$ cat config.mk
export PLATFORM = sky130hd
export DESIGN_NAME = http_host_header_extractor
export DESIGN_NICKNAME = d
export VERILOG_FILES = /design/src/hhe_pkg.sv /design/src/http_host_header_extractor.sv
export VERILOG_INCLUDE_DIRS = /design/src /design/src/src
export SDC_FILE = /design/constraint.sdc
export NUM_CORES = 1
export LEC_CHECK = 0
export ABC_AREA = 1
export ABC_CLOCK_PERIOD_IN_PS = 2200
export BUFFER_PORTS_ARGS = -buffer_cell sky130_fd_sc_hd__buf_2
export CORE_ASPECT_RATIO = 1.4
export CORE_MARGIN = 4
export CORE_UTILIZATION = 30
export CTS_CLUSTER_DIAMETER = 100
export CTS_CLUSTER_SIZE = 20
export DETAILED_ROUTE_END_ITERATION = 12
export PLACE_DENSITY = 0.47
export SYNTH_ARGS = -nofsm -noshare
export SYNTH_HDL_FRONTEND = slang
export SYNTH_SLANG_ARGS = --single-unit
export TNS_END_PERCENT = 10
$ cat constraint.sdc
create_clock -name aclk -period 2.2 [get_ports aclk]
set_input_delay 0.55 -clock aclk [delete_from_list [all_inputs] [get_ports aclk]]
set_output_delay 0.55 -clock aclk [all_outputs]
set_load 0.005 [all_outputs]
$ cat src/http_host_header_extractor_macros.svh
// assertion macros for the http host header extractor
// no dependencies; included by the top level only
`ifndef HTTP_HOST_HEADER_EXTRACTOR_MACROS_SVH
`define HTTP_HOST_HEADER_EXTRACTOR_MACROS_SVH

// same-cycle implication, disabled while reset is low
`define HHE_ASSERT_SAME(lbl, clk, rstn, ante, cons, msg) \
    lbl: assert property (@(posedge clk) disable iff (!(rstn)) (ante) |-> (cons)) \
        else $error(msg);

// next-cycle implication, disabled while reset is low
`define HHE_ASSERT_NEXT(lbl, clk, rstn, ante, cons, msg) \
    lbl: assert property (@(posedge clk) disable iff (!(rstn)) (ante) |=> (cons)) \
        else $error(msg);

`endif

$ cat src/hhe_pkg.sv
// constants for the http host header extractor
// no dependencies; used by http_host_header_extractor
package hhe_pkg;

    localparam int unsigned POS_W  = 3;
    localparam int unsigned LEN_W  = 6;

    localparam logic [7:0] CH_CR = 8'h0d;
    localparam logic [7:0] CH_LF = 8'h0a;

    // line index where the host name begins, prefix length, position cap
    localparam logic [POS_W-1:0] HOST_DATA_INDEX = 3'd6;
    localparam logic [POS_W-1:0] PREFIX_LEN      = 3'd5;
    localparam logic [POS_W-1:0] POS_MAX         = 3'd7;

    localparam logic [LEN_W-1:0] LEN_MAX = 6'd63;

    // expected character of "Host:" at a line position
    function automatic logic [7:0] prefix_char(input logic [POS_W-1:0] pos);
        logic [7:0] ch;
        unique case (pos)
            3'd0:    ch = 8'h48; // H
            3'd1:    ch = 8'h6f; // o
            3'd2:    ch = 8'h73; // s
            3'd3:    ch = 8'h74; // t
            3'd4:    ch = 8'h3a; // :
            default: ch = 8'h00;
        endcase
        return ch;
    endfunction

endpackage

$ cat src/http_host_header_extractor.sv
// Accepts one payload byte per cycle and returns each item's result (if any) in the next cycle
// from an output register; a new item is taken every cycle unless that register holds a result
// the consumer has not taken. All per-byte work is a single pass of compare and count logic
// between the state registers and the output register. Host bytes come out one item late (the
// byte is held so the closing CR never goes out), at most HOST_BUFFER_BYTES-1 per packet, and
// every packet ends in exactly one verdict item with the found flag and the length capped at 63.
//
// top level of the http host header extractor
// depends on hhe_pkg and http_host_header_extractor_macros.svh
`include "http_host_header_extractor_macros.svh"

module http_host_header_extractor #(
    parameter int unsigned HOST_BUFFER_BYTES = 64
) (
    input  logic       aclk,
    input  logic       aresetn,
    input  logic       s_valid,
    output logic       s_ready,
    input  logic [7:0] s_payload_byte,
    input  logic       s_packet_end,
    output logic       m_valid,
    input  logic       m_ready,
    output logic [7:0] m_out_byte,
    output logic       m_is_verdict,
    output logic       m_host_found,
    output logic [5:0] m_host_length
);

    localparam int unsigned CNT_W = $clog2(HOST_BUFFER_BYTES);
    localparam int unsigned EXT_W = (CNT_W > hhe_pkg::LEN_W) ? CNT_W : hhe_pkg::LEN_W;
    localparam logic [CNT_W-1:0] LIMIT = CNT_W'(HOST_BUFFER_BYTES - 1);

    // line and packet state
    logic [hhe_pkg::POS_W-1:0] pos_reg, pos_next;
    logic                      prefix_reg, prefix_next;
    logic                      prev_cr_reg, prev_cr_next;
    logic [7:0]                held_byte_reg, held_byte_next;
    logic                      held_valid_reg, held_valid_next;
    logic [CNT_W-1:0]          count_reg, count_next;
    logic                      first_line_reg, first_line_next;
    logic                      sent_reg, sent_next;

    // output register
    logic       m_valid_reg, m_valid_next;
    logic [7:0] byte_reg, byte_next;
    logic       verdict_reg, verdict_next;
    logic       found_reg, found_next;
    logic [5:0] length_reg, length_next;

    logic                   accept;
    logic                   res_valid;
    logic [EXT_W-1:0]       count_ext;
    logic [hhe_pkg::LEN_W-1:0] count_sat;

    assign s_ready = !m_valid_reg || m_ready;
    assign accept  = s_valid && s_ready;

    // emitted count as reported, capped at 63
    assign count_ext = EXT_W'(count_reg);
    assign count_sat = (count_ext > EXT_W'(hhe_pkg::LEN_MAX)) ? hhe_pkg::LEN_MAX
                                                              : count_ext[hhe_pkg::LEN_W-1:0];

    // per-item state update and result
    always_comb begin
        pos_next        = pos_reg;
        prefix_next     = prefix_reg;
        prev_cr_next    = prev_cr_reg;
        held_byte_next  = held_byte_reg;
        held_valid_next = held_valid_reg;
        count_next      = count_reg;
        first_line_next = first_line_reg;
        sent_next       = sent_reg;
        res_valid       = 1'b0;
        byte_next       = 8'h00;
        verdict_next    = 1'b0;
        found_next      = 1'b0;
        length_next     = '0;

        if (accept) begin
            if (sent_reg) begin
                // rest of packet ignored after the verdict
            end else if (prev_cr_reg && s_payload_byte == hhe_pkg::CH_LF) begin
                // end of line
                if (prefix_reg && pos_reg >= hhe_pkg::HOST_DATA_INDEX) begin
                    res_valid    = 1'b1;
                    verdict_next = 1'b1;
                    found_next   = 1'b1;
                    length_next  = count_sat;
                    sent_next    = 1'b1;
                end else if (pos_reg == 3'd1 && !first_line_reg) begin
                    res_valid    = 1'b1;
                    verdict_next = 1'b1;
                    sent_next    = 1'b1;
                end else begin
                    pos_next        = '0;
                    prefix_next     = 1'b1;
                    prev_cr_next    = 1'b0;
                    held_valid_next = 1'b0;
                    held_byte_next  = 8'h00;
                    first_line_next = 1'b0;
                    if (s_packet_end) begin
                        res_valid    = 1'b1;
                        verdict_next = 1'b1;
                    end
                end
            end else begin
                // emit the held host byte while under the limit
                if (held_valid_reg && count_reg < LIMIT && !s_packet_end) begin
                    res_valid  = 1'b1;
                    byte_next  = held_byte_reg;
                    count_next = count_reg + CNT_W'(1);
                end
                held_valid_next = prefix_reg && pos_reg >= hhe_pkg::HOST_DATA_INDEX;
                if (prefix_reg && pos_reg >= hhe_pkg::HOST_DATA_INDEX) begin
                    held_byte_next = s_payload_byte;
                end
                if (pos_reg < hhe_pkg::PREFIX_LEN &&
                    s_payload_byte != hhe_pkg::prefix_char(pos_reg)) begin
                    prefix_next = 1'b0;
                end
                prev_cr_next = (s_payload_byte == hhe_pkg::CH_CR);
                pos_next     = (pos_reg < hhe_pkg::POS_MAX) ? pos_reg + 3'd1 : hhe_pkg::POS_MAX;
                if (s_packet_end) begin
                    res_valid    = 1'b1;
                    byte_next    = 8'h00;
                    verdict_next = 1'b1;
                    found_next   = 1'b0;
                    length_next  = '0;
                end
            end

            // packet end returns everything to the packet start state
            if (s_packet_end) begin
                pos_next        = '0;
                prefix_next     = 1'b1;
                prev_cr_next    = 1'b0;
                held_byte_next  = 8'h00;
                held_valid_next = 1'b0;
                count_next      = '0;
                first_line_next = 1'b1;
                sent_next       = 1'b0;
            end
        end
    end

    // output register occupancy
    always_comb begin
        if (accept) begin
            m_valid_next = res_valid;
        end else if (m_ready) begin
            m_valid_next = 1'b0;
        end else begin
            m_valid_next = m_valid_reg;
        end
    end

    // control state
    always_ff @(posedge aclk) begin
        if (!aresetn) begin
            pos_reg        <= '0;
            prefix_reg     <= 1'b1;
            prev_cr_reg    <= 1'b0;
            held_valid_reg <= 1'b0;
            count_reg      <= '0;
            first_line_reg <= 1'b1;
            sent_reg       <= 1'b0;
            m_valid_reg    <= 1'b0;
        end else begin
            pos_reg        <= pos_next;
            prefix_reg     <= prefix_next;
            prev_cr_reg    <= prev_cr_next;
            held_valid_reg <= held_valid_next;
            count_reg      <= count_next;
            first_line_reg <= first_line_next;
            sent_reg       <= sent_next;
            m_valid_reg    <= m_valid_next;
        end
    end

    // payload registers
    always_ff @(posedge aclk) begin
        held_byte_reg <= held_byte_next;
        if (accept) begin
            byte_reg    <= byte_next;
            verdict_reg <= verdict_next;
            found_reg   <= found_next;
            length_reg  <= length_next;
        end
    end

    assign m_valid       = m_valid_reg;
    assign m_out_byte    = byte_reg;
    assign m_is_verdict  = verdict_reg;
    assign m_host_found  = found_reg;
    assign m_host_length = length_reg;

    // checks
    `HHE_ASSERT_NEXT(a_end_gives_verdict, aclk, aresetn,
        accept && s_packet_end && !sent_reg, m_valid && m_is_verdict,
        "packet end without verdict")
    `HHE_ASSERT_NEXT(a_end_clears_state, aclk, aresetn,
        accept && s_packet_end,
        first_line_reg && !sent_reg && count_reg == '0 && !held_valid_reg,
        "state not cleared at packet end")
    `HHE_ASSERT_SAME(a_held_only_in_host, aclk, aresetn,
        held_valid_reg, prefix_reg && pos_reg == hhe_pkg::POS_MAX,
        "held byte outside host data")
    `HHE_ASSERT_SAME(a_byte_item_clean, aclk, aresetn,
        m_valid && !m_is_verdict, !m_host_found && m_host_length == '0,
        "host byte item carries verdict fields")

endmodule

==> results_tabular.tex, run 1 <==
\begin{tabular}{lr}
\hline
Metric & Value \\
\hline
\multicolumn{2}{l}{\textbf{Global route}} \\
\quad Total routing resource utilization after global routing & 11.1\% \\
\quad Via count of the first global-routing pass & 1616 \\
\quad Global-route wire length before repair & 7460 um \\
\quad Number of antenna violations at the first check in global routing & 0 \\
\quad Maximum number of pins on one net before global-route repair & 17 \\
\quad Final global-route overflow total & 0 \\
\multicolumn{2}{l}{\textbf{Floorplanning}} \\
\quad Die area & 8480 um2 \\
\quad Chip width & 79.0 um \\
\quad Vert. Die Dim & 107 um \\
\quad \# IOs & 31 \\
\quad Number of rows in the core area & 36 \\
\quad Starting density of the core & 30.7\% \\
\quad Std-Cell Core Area & 6890 um2 \\
\multicolumn{2}{l}{\textbf{Placed design}} \\
\quad Placed wire-length estimate after detailed placement & 3470 um \\
\quad Number of I/O port buffers & 30 \\
\quad Routability congestion estimate from global placement & 0.836 \\
\quad Pre-CTS setup slack & 0.222 ns \\
\multicolumn{2}{l}{\textbf{CTS}} \\
\quad Post-CTS setup buffers & 0 \\
\quad Hold buffer count at CTS & 0 \\
\quad Clock-pin transition on the worst setup and hold timing paths & 0.07 ns \\
\quad Number of H-tree branching levels & 2 \\
\quad Clock sinks & 39 \\
\quad Post-CTS sizing & 0 \\
\quad Total CTS buffers & 5 \\
\quad CTS root buffer & clkbuf\_8 \\
\quad Number of buffers on the longest clock path & 2 \\
\quad TritonCTS clock tree & yes \\
\quad Clock insertion delay at the later pin of the skew report & 0.29 ns \\
\multicolumn{2}{l}{\textbf{Min path}} \\
\quad Type of the most critical hold path & flip-flop to flip-flop \\
\multicolumn{2}{l}{\textbf{Synth}} \\
\quad Mux cell area share after synthesis & 0\% \\
\quad Synth Area in XOR/XNOR & 0.828\% \\
\quad Post-synthesis cell type count & 31 \\
\quad Synth area leader & edfxtp\_1 \\
\quad FF+latch count, synth & 39 \\
\quad Total nets after synthesis & 274 \\
\quad Proportion of netlist area held by the largest area contributor & 34.1\% \\
\quad Netlist Area Pre-Place & 2120 um2 \\
\quad Top flip-flop cell by instance count after synthesis & edfxtp\_1 \\
\quad Adder and majority gate portion of the synthesized area & 3.55\% \\
\quad Share of synthesized flip-flops with an asynchronous set or reset & 0\% \\
\quad Area contributors post-synth & edfxtp\_1 34\%, dfxtp\_1 14\%, nand2\_1 9.2\% \\
\quad Sequential-to-total area share from yosys stat & 48.3\% \\
\quad Avg Inst Size Synth & 8.30 um2 \\
\quad Share of the synthesized area in compound gates (AO/OA/AOI/OAI) & 8.46\% \\
\quad Number of synthesized flops with an enable pin & 24 \\
\quad Simple-gate share of the synthesized area & 29.7\% \\
\quad Synthesis warning total & 0 \\
\quad Combinational family with the most area after synthesis & simple AND/OR/NAND/NOR gates \\
\quad Number of instances in the synthesized netlist & 255 \\
\multicolumn{2}{l}{\textbf{Layout}} \\
\quad ANT cells & 0 \\
\quad Count of nets after finishing & 310 \\
\quad Most common cell after layout, fill and taps aside & nand2\_1 \\
\quad Share of post-route cells with drive strength above 1 & 23.6\% \\
\quad Commonest cells after routing, fill and taps aside & 52 x nand2\_1, 40 x inv\_1, 37 x nor2\_1 \\
\quad Area delta synth->final & 18.2\% \\
\multicolumn{2}{l}{\textbf{Route}} \\
\quad 1st-iter DRT viols & 68 \\
\quad Number of vias per cell after detailed routing & 4.33 \\
\quad Average wire length per cell after detail routing & 11.3 um \\
\quad Detailed Route WL & 4370 um \\
\quad Detail Route Antenna Nets & 0 \\
\quad DR DRC count & 0 \\
\quad Routed via count & 1677 \\
\quad First-pass iteration count of the detailed router & 4 \\
\multicolumn{2}{l}{\textbf{Worst setup path}} \\
\quad Highest fanout seen on the critical path & 8 \\
\quad Critical-path cell with the highest stage delay & dfxtp\_1 \\
\quad Critical path's top delay family & simple AND/OR/NAND/NOR gates \\
\quad Data required, critical path & 2.17 ns \\
\quad Type of element launching the critical path & flip-flop \\
\quad Kind of end point of the critical path & flip-flop \\
\quad Critical Path AT & 1.86 ns \\
\quad Buffer and inverter count on the worst path & 2 \\
\quad Ordered cell list for the critical path & inv\_1 -> ha\_1 -> nor2\_1 -> nor2\_4 -> nand2\_2 -> nand2\_1 -> nand2\_2 -> o221ai\_1 -> inv\_1 \\
\quad Largest incremental delay on the critical path & 0.38 ns \\
\quad Category of the critical setup timing path & flip-flop to flip-flop \\
\multicolumn{2}{l}{\textbf{STA}} \\
\quad Highest achievable clock rate & 529 MHz \\
\quad Final setup slack of the worst path & 0.309 ns \\
\quad Pins Over Slew Limit & 0 \\
\quad Number of failing hold endpoints at the final stage & 0 \\
\quad Clock period minus final worst setup slack & 1.89 ns \\
\quad Share of the clock period used by the worst path after layout & 86.0\% \\
\quad Setup violators final & 0 \\
\quad Final clock skew & 0.00354 ns \\
\quad Worst Tran Pin Value & 0.461 ns \\
\quad Max\_slew headroom & 69.3\% \\
\quad RSZ-0062 raised after global routing & false \\
\quad Total negative slack for setup checks & 0 ns \\
\multicolumn{2}{l}{\textbf{Power and ir drop}} \\
\quad PD cells & 709 nW/um2 \\
\quad LEAKAGE & 1.12 nW \\
\quad IR Drop Worst-Case VDD & 286 uV \\
\multicolumn{2}{l}{\textbf{Status}} \\
\quad Result of the run & finished, final reports clean \\
\multicolumn{2}{l}{\textbf{Flow run}} \\
\quad Maximum Capacitance Violations & 0 \\
\hline
\end{tabular}
==> cells in the mapped netlist (3+ instances only) <==
| cell | count |
|---|---|
| nor2_1 | 37 |
| nand3_1 | 17 |
| buf_4 | 3 |
| nand4_1 | 5 |
| dfxtp_1 | 15 |
| o21ai_2 | 5 |
| edfxtp_1 | 24 |
| nor2_2 | 5 |
| nand2_1 | 52 |
| nor3_1 | 3 |
| ha_1 | 6 |
| inv_1 | 40 |
| nand2_2 | 8 |
| a21oi_1 | 14 |
==> logic make-up (layout without fill, tap and decap cells) <==
logic type	Yosys count	after routing
flops	39	39
simple gates	135	135
xor+xnor	2	2
compound gates	27	27
buf+inv	46	83
fa+ha+maj	6	6
==> final timing paths <==
check,from,endpoint,slack [ns],depth (start not counted)
max,pos_reg[0],held_byte_reg[2],0.31,9
min reg2reg,prefix_reg,prefix_reg,0.47,2
min,prefix_reg,prefix_reg,0.47,2
max reg2reg,pos_reg[0],held_byte_reg[2],0.31,9
==> per-layer routing <==
metal | track usage [%] | wire [um] | vias up
met5 | 0 | 0 | -
met4 | 4.05 | 38 | 0
met3 | 2.18 | 156 | 2
met2 | 20.2 | 2300 | 25
met1 | 12.6 | 1870 | 762
li1 | - | - | 888
==> where the power goes <==
| group | switching, mW | internal, mW |
|---|---|---|
| clock | 0.247 | 0.408 |
| sequential | 0.0248 | 0.823 |
| combinational | 0.174 | 0.0960 |
| total | 0.446 | 1.33 |
==> tightest hold or removal path, delay by kind of cell (launching register included) <==
kind | cells | cell delay, ns
simple gates | 2 | 0.10
flops | 1 | 0.32
==> area by class of cell <==
cell class | instances | area [um2]
fill | 754 | 4390
sequential | 39 | 1020
multi-input combinational | 170 | 901
timing repair buffer | 33 | 173
inverter | 42 | 160
tap | 95 | 119
clock buffer | 7 | 97.6
clock inverter | 1 | 30.0
==> per-stage QoR <==
step	std cells	cell area (um2)	hold WS [ns]	total power, mW	util [%]
2_1_floorplan	255	2120	0.437	1.06	-
3_3_place_gp	379	2370	0.452	1.14	34.4
3_5_place_dp	379	2370	0.457	1.14	34.4
4_1_cts	387	2500	0.473	1.80	36.3
5_1_grt	387	2500	0.501	1.87	36.3
6_report	387	2500	0.466	1.77	36.3
No activity file was read; power rests on OpenSTA's default activity.
==> run 2: changes to the inputs <==
--- a/config.mk
+++ b/config.mk
@@ -16,4 +16,5 @@
 export CTS_CLUSTER_SIZE = 20
 export DETAILED_ROUTE_END_ITERATION = 12
+export GPL_ROUTABILITY_DRIVEN = 0
 export PLACE_DENSITY = 0.47
 export SYNTH_ARGS = -nofsm -noshare
==> constraint.sdc (replaced) <==
create_clock -name aclk -period 2.2 [get_ports aclk]
set_input_delay 0.44 -clock aclk [delete_from_list [all_inputs] [get_ports aclk]]
set_output_delay 0.44 -clock aclk [all_outputs]
set_load 0.005 [all_outputs]
==> run 2 against run 1 <==
Against the previous run:
- first-iteration DRC count up 4.4%
- setup slack better by 0.0047 ns
- wire length down 0.76%
- critical path depth unchanged
- total power down 4.3%
- count of clock-buffer cells in the layout down 2
- flip-flop and latch count unchanged
- fmax up 0.25%
- via count up 2.2%
- utilization down 0.40 points
- final cell count down 0.26%
==> results_tabular.tex, run 2 (synthesized netlist as in run 1, its figures left out) <==
\begin{tabular}{lr}
\hline
Metric & Value \\
\hline
\multicolumn{2}{l}{\textbf{Worst setup path}} \\
\quad Worst reg2reg startpoint & pos\_reg[0] (unchanged) \\
\quad Type of element launching the critical path & flip-flop (unchanged) \\
\quad Slack of the worst reg-to-reg path & 0.31 ns (about the same) \\
\quad Register-to-Register Path Depth & 9 (unchanged) \\
\quad Crit path launch & pos\_reg[0] (unchanged) \\
\quad Highest fanout seen on the critical path & 8 (unchanged) \\
\quad Kind of end point of the critical path & flip-flop (unchanged) \\
\quad Critical Path AT & 1.86 ns (about the same) \\
\quad Category of the critical setup timing path & flip-flop to flip-flop (unchanged) \\
\quad Worst R2R End & held\_byte\_reg[7] (was held\_byte\_reg[2]) \\
\quad Data required, critical path & 2.17 ns (about the same) \\
\multicolumn{2}{l}{\textbf{STA}} \\
\quad Clock period minus final worst setup slack & 1.89 ns (about the same) \\
\quad Hold slack & 0.400 ns (was 0.466 ns) \\
\quad RSZ-0062 raised after global routing & false (unchanged) \\
\quad Highest achievable clock rate & 530 MHz (was 529 MHz) \\
\quad Share of the clock period used by the worst path after layout & 85.7\% (was 86.0\%) \\
\quad Pins Over Slew Limit & 0 (unchanged) \\
\quad Final clock skew & 0.00574 ns (was 0.00354 ns) \\
\quad Total negative slack for setup checks & 0 ns (unchanged) \\
\quad Max\_slew headroom & 68.2\% (was 69.3\%) \\
\quad Setup violators final & 0 (unchanged) \\
\quad Number of failing hold endpoints at the final stage & 0 (unchanged) \\
\quad Worst Tran Pin Value & 0.477 ns (was 0.461 ns) \\
\multicolumn{2}{l}{\textbf{CTS}} \\
\quad Number of H-tree branching levels & 2 (unchanged) \\
\quad Hold buffer count at CTS & 0 (unchanged) \\
\quad Clock sinks & 39 (unchanged) \\
\quad TritonCTS clock tree & yes (unchanged) \\
\quad Post-CTS setup buffers & 0 (unchanged) \\
\quad Post-CTS sizing & 0 (unchanged) \\
\quad Total CTS buffers & 5 (unchanged) \\
\quad Clock insertion delay at the later pin of the skew report & 0.29 ns (about the same) \\
\quad CTS root buffer & clkbuf\_8 (unchanged) \\
\quad Number of buffers on the longest clock path & 2 (unchanged) \\
\quad Clock-pin transition on the worst setup and hold timing paths & 0.08 ns (was 0.07 ns) \\
\multicolumn{2}{l}{\textbf{Placed design}} \\
\quad Number of I/O port buffers & 30 (unchanged) \\
\quad Placed wire-length estimate after detailed placement & 3440 um (was 3470 um) \\
\quad Number of instances in the placed design & 378 (was 379) \\
\multicolumn{2}{l}{\textbf{Layout}} \\
\quad Area delta synth->final & 16.9\% (was 18.2\%) \\
\quad Commonest cells after routing, fill and taps aside & 52 x nand2\_1, 40 x inv\_1, 37 x nor2\_1 (unchanged) \\
\quad Final standard cell count with taps included and fillers excluded & 386 (was 387) \\
\quad Core utilization of the finished layout & 35.9\% (was 36.3\%) \\
\quad Share of post-route cells with drive strength above 1 & 23.4\% (was 23.6\%) \\
\quad ANT cells & 0 (unchanged) \\
\quad Most common cell after layout, fill and taps aside & nand2\_1 (unchanged) \\
\quad Count of nets after finishing & 309 (was 310) \\
\multicolumn{2}{l}{\textbf{Flow run}} \\
\quad Maximum Capacitance Violations & 0 (unchanged) \\
\multicolumn{2}{l}{\textbf{Route}} \\
\quad Top routing layer in use & met4 (unchanged) \\
\quad Detailed route wirelength on metal2 & 2240 um (was 2300 um) \\
\quad Average wire length per cell after detail routing & 11.2 um (was 11.3 um) \\
\quad Detailed Route WL & 4330 um (was 4370 um) \\
\quad Number of vias per cell after detailed routing & 4.44 (was 4.33) \\
\quad DR DRC count & 0 (unchanged) \\
\quad Detail Route Antenna Nets & 0 (unchanged) \\
\quad Detailed-routing wirelength on met1 & 1800 um (was 1870 um) \\
\quad First-pass iteration count of the detailed router & 5 (was 4) \\
\quad Routed via count & 1714 (was 1677) \\
\quad Met3 WL & 194 um (was 156 um) \\
\quad 1st-iter DRT viols & 71 (was 68) \\
\multicolumn{2}{l}{\textbf{Global route}} \\
\quad Number of antenna violations at the first check in global routing & 0 (unchanged) \\
\quad Via count of the first global-routing pass & 1679 (was 1616) \\
\quad Maximum number of pins on one net before global-route repair & 17 (unchanged) \\
\quad Global-route wire length before repair & 7580 um (was 7460 um) \\
\quad Total routing resource utilization after global routing & 11.1\% (about the same) \\
\quad Final global-route overflow total & 0 (unchanged) \\
\multicolumn{2}{l}{\textbf{Floorplanning}} \\
\quad Die area & 8480 um2 (unchanged) \\
\quad Std-Cell Core Area & 6890 um2 (unchanged) \\
\quad \# IOs & 31 (unchanged) \\
\quad Number of rows in the core area & 36 (unchanged) \\
\quad Vert. Die Dim & 107 um (unchanged) \\
\quad Starting density of the core & 30.7\% (unchanged) \\
\quad Chip width & 79.0 um (unchanged) \\
\multicolumn{2}{l}{\textbf{Min path}} \\
\quad Type of the most critical hold path & primary input to flip-flop (was flip-flop to flip-flop) \\
\quad Start point of the worst hold path & aresetn (was prefix\_reg) \\
\quad Min-Delay Path Depth & 2 (unchanged) \\
\quad Endpoint, Worst Hold & first\_line\_reg (was prefix\_reg) \\
\multicolumn{2}{l}{\textbf{Power and ir drop}} \\
\quad PD cells & 686 nW/um2 (was 709 nW/um2) \\
\quad LEAKAGE & 1.10 nW (was 1.12 nW) \\
\quad IR Drop Worst-Case VDD & 288 uV (was 286 uV) \\
\quad Power after layout & 1.70 mW (was 1.77 mW) \\
\multicolumn{2}{l}{\textbf{Status}} \\
\quad Result of the run & finished, final reports clean (unchanged) \\
\hline
\end{tabular}
run 2: power by group:
part	internal, mW	switching [mW]	leakage [nW]	total [mW]
Combinational	0.0946	0.174	0.686	0.269
Clock	0.332	0.249	0.0556	0.581
Sequential	0.823	0.0245	0.363	0.847
run 2: critical path, cell delays in order, from the launching register on:
cell      delay, ns
dfxtp_1        0.39
inv_1          0.12
ha_1           0.25
nor2_1         0.18
nor2_4         0.07
nand2_2        0.06
nand2_1        0.06
nand2_2        0.09
o221ai_1       0.11
inv_1          0.24
run 2: metal layers:
metal | global-route usage (%) | vias to the layer above
met3 | 2.35 | 8
li1 | - | 894
met4 | 4.18 | 0
met5 | 0 | -
met2 | 20.7 | 37
met1 | 12.2 | 775
run 2: stage by stage:
stage | cell area [um2] | setup slack (ns)
4_1_cts | 2470 | 0.296
3_3_place_gp | 2370 | 0.336
6_report | 2470 | 0.314
2_1_floorplan | 2120 | 0.482
3_5_place_dp | 2370 | 0.310
5_1_grt | 2470 | 0.168
run 2: cell type report:
| cell class | instances | area, um2 |
|---|---|---|
| multi-input cells | 170 | 901 |
| repair buffers | 32 | 165 |
| fillers | 726 | 4420 |
| inverters | 42 | 160 |
| well taps | 95 | 119 |
| clock inverters | 3 | 38.8 |
| flip-flops and latches | 39 | 1020 |
| clock buffers | 5 | 68.8 |
run 2: worst max-delay path by stage:
stage	end	cells after the start	slack [ns]
2_1_floorplan	held_byte_reg[0]	9	0.48
3_3_place_gp	m_out_byte[3]	9	0.34
3_5_place_dp	held_byte_reg[7]	9	0.31
4_1_cts	held_byte_reg[7]	9	0.30
5_1_grt	held_byte_reg[1]	9	0.17
6_report	held_byte_reg[7]	9	0.31
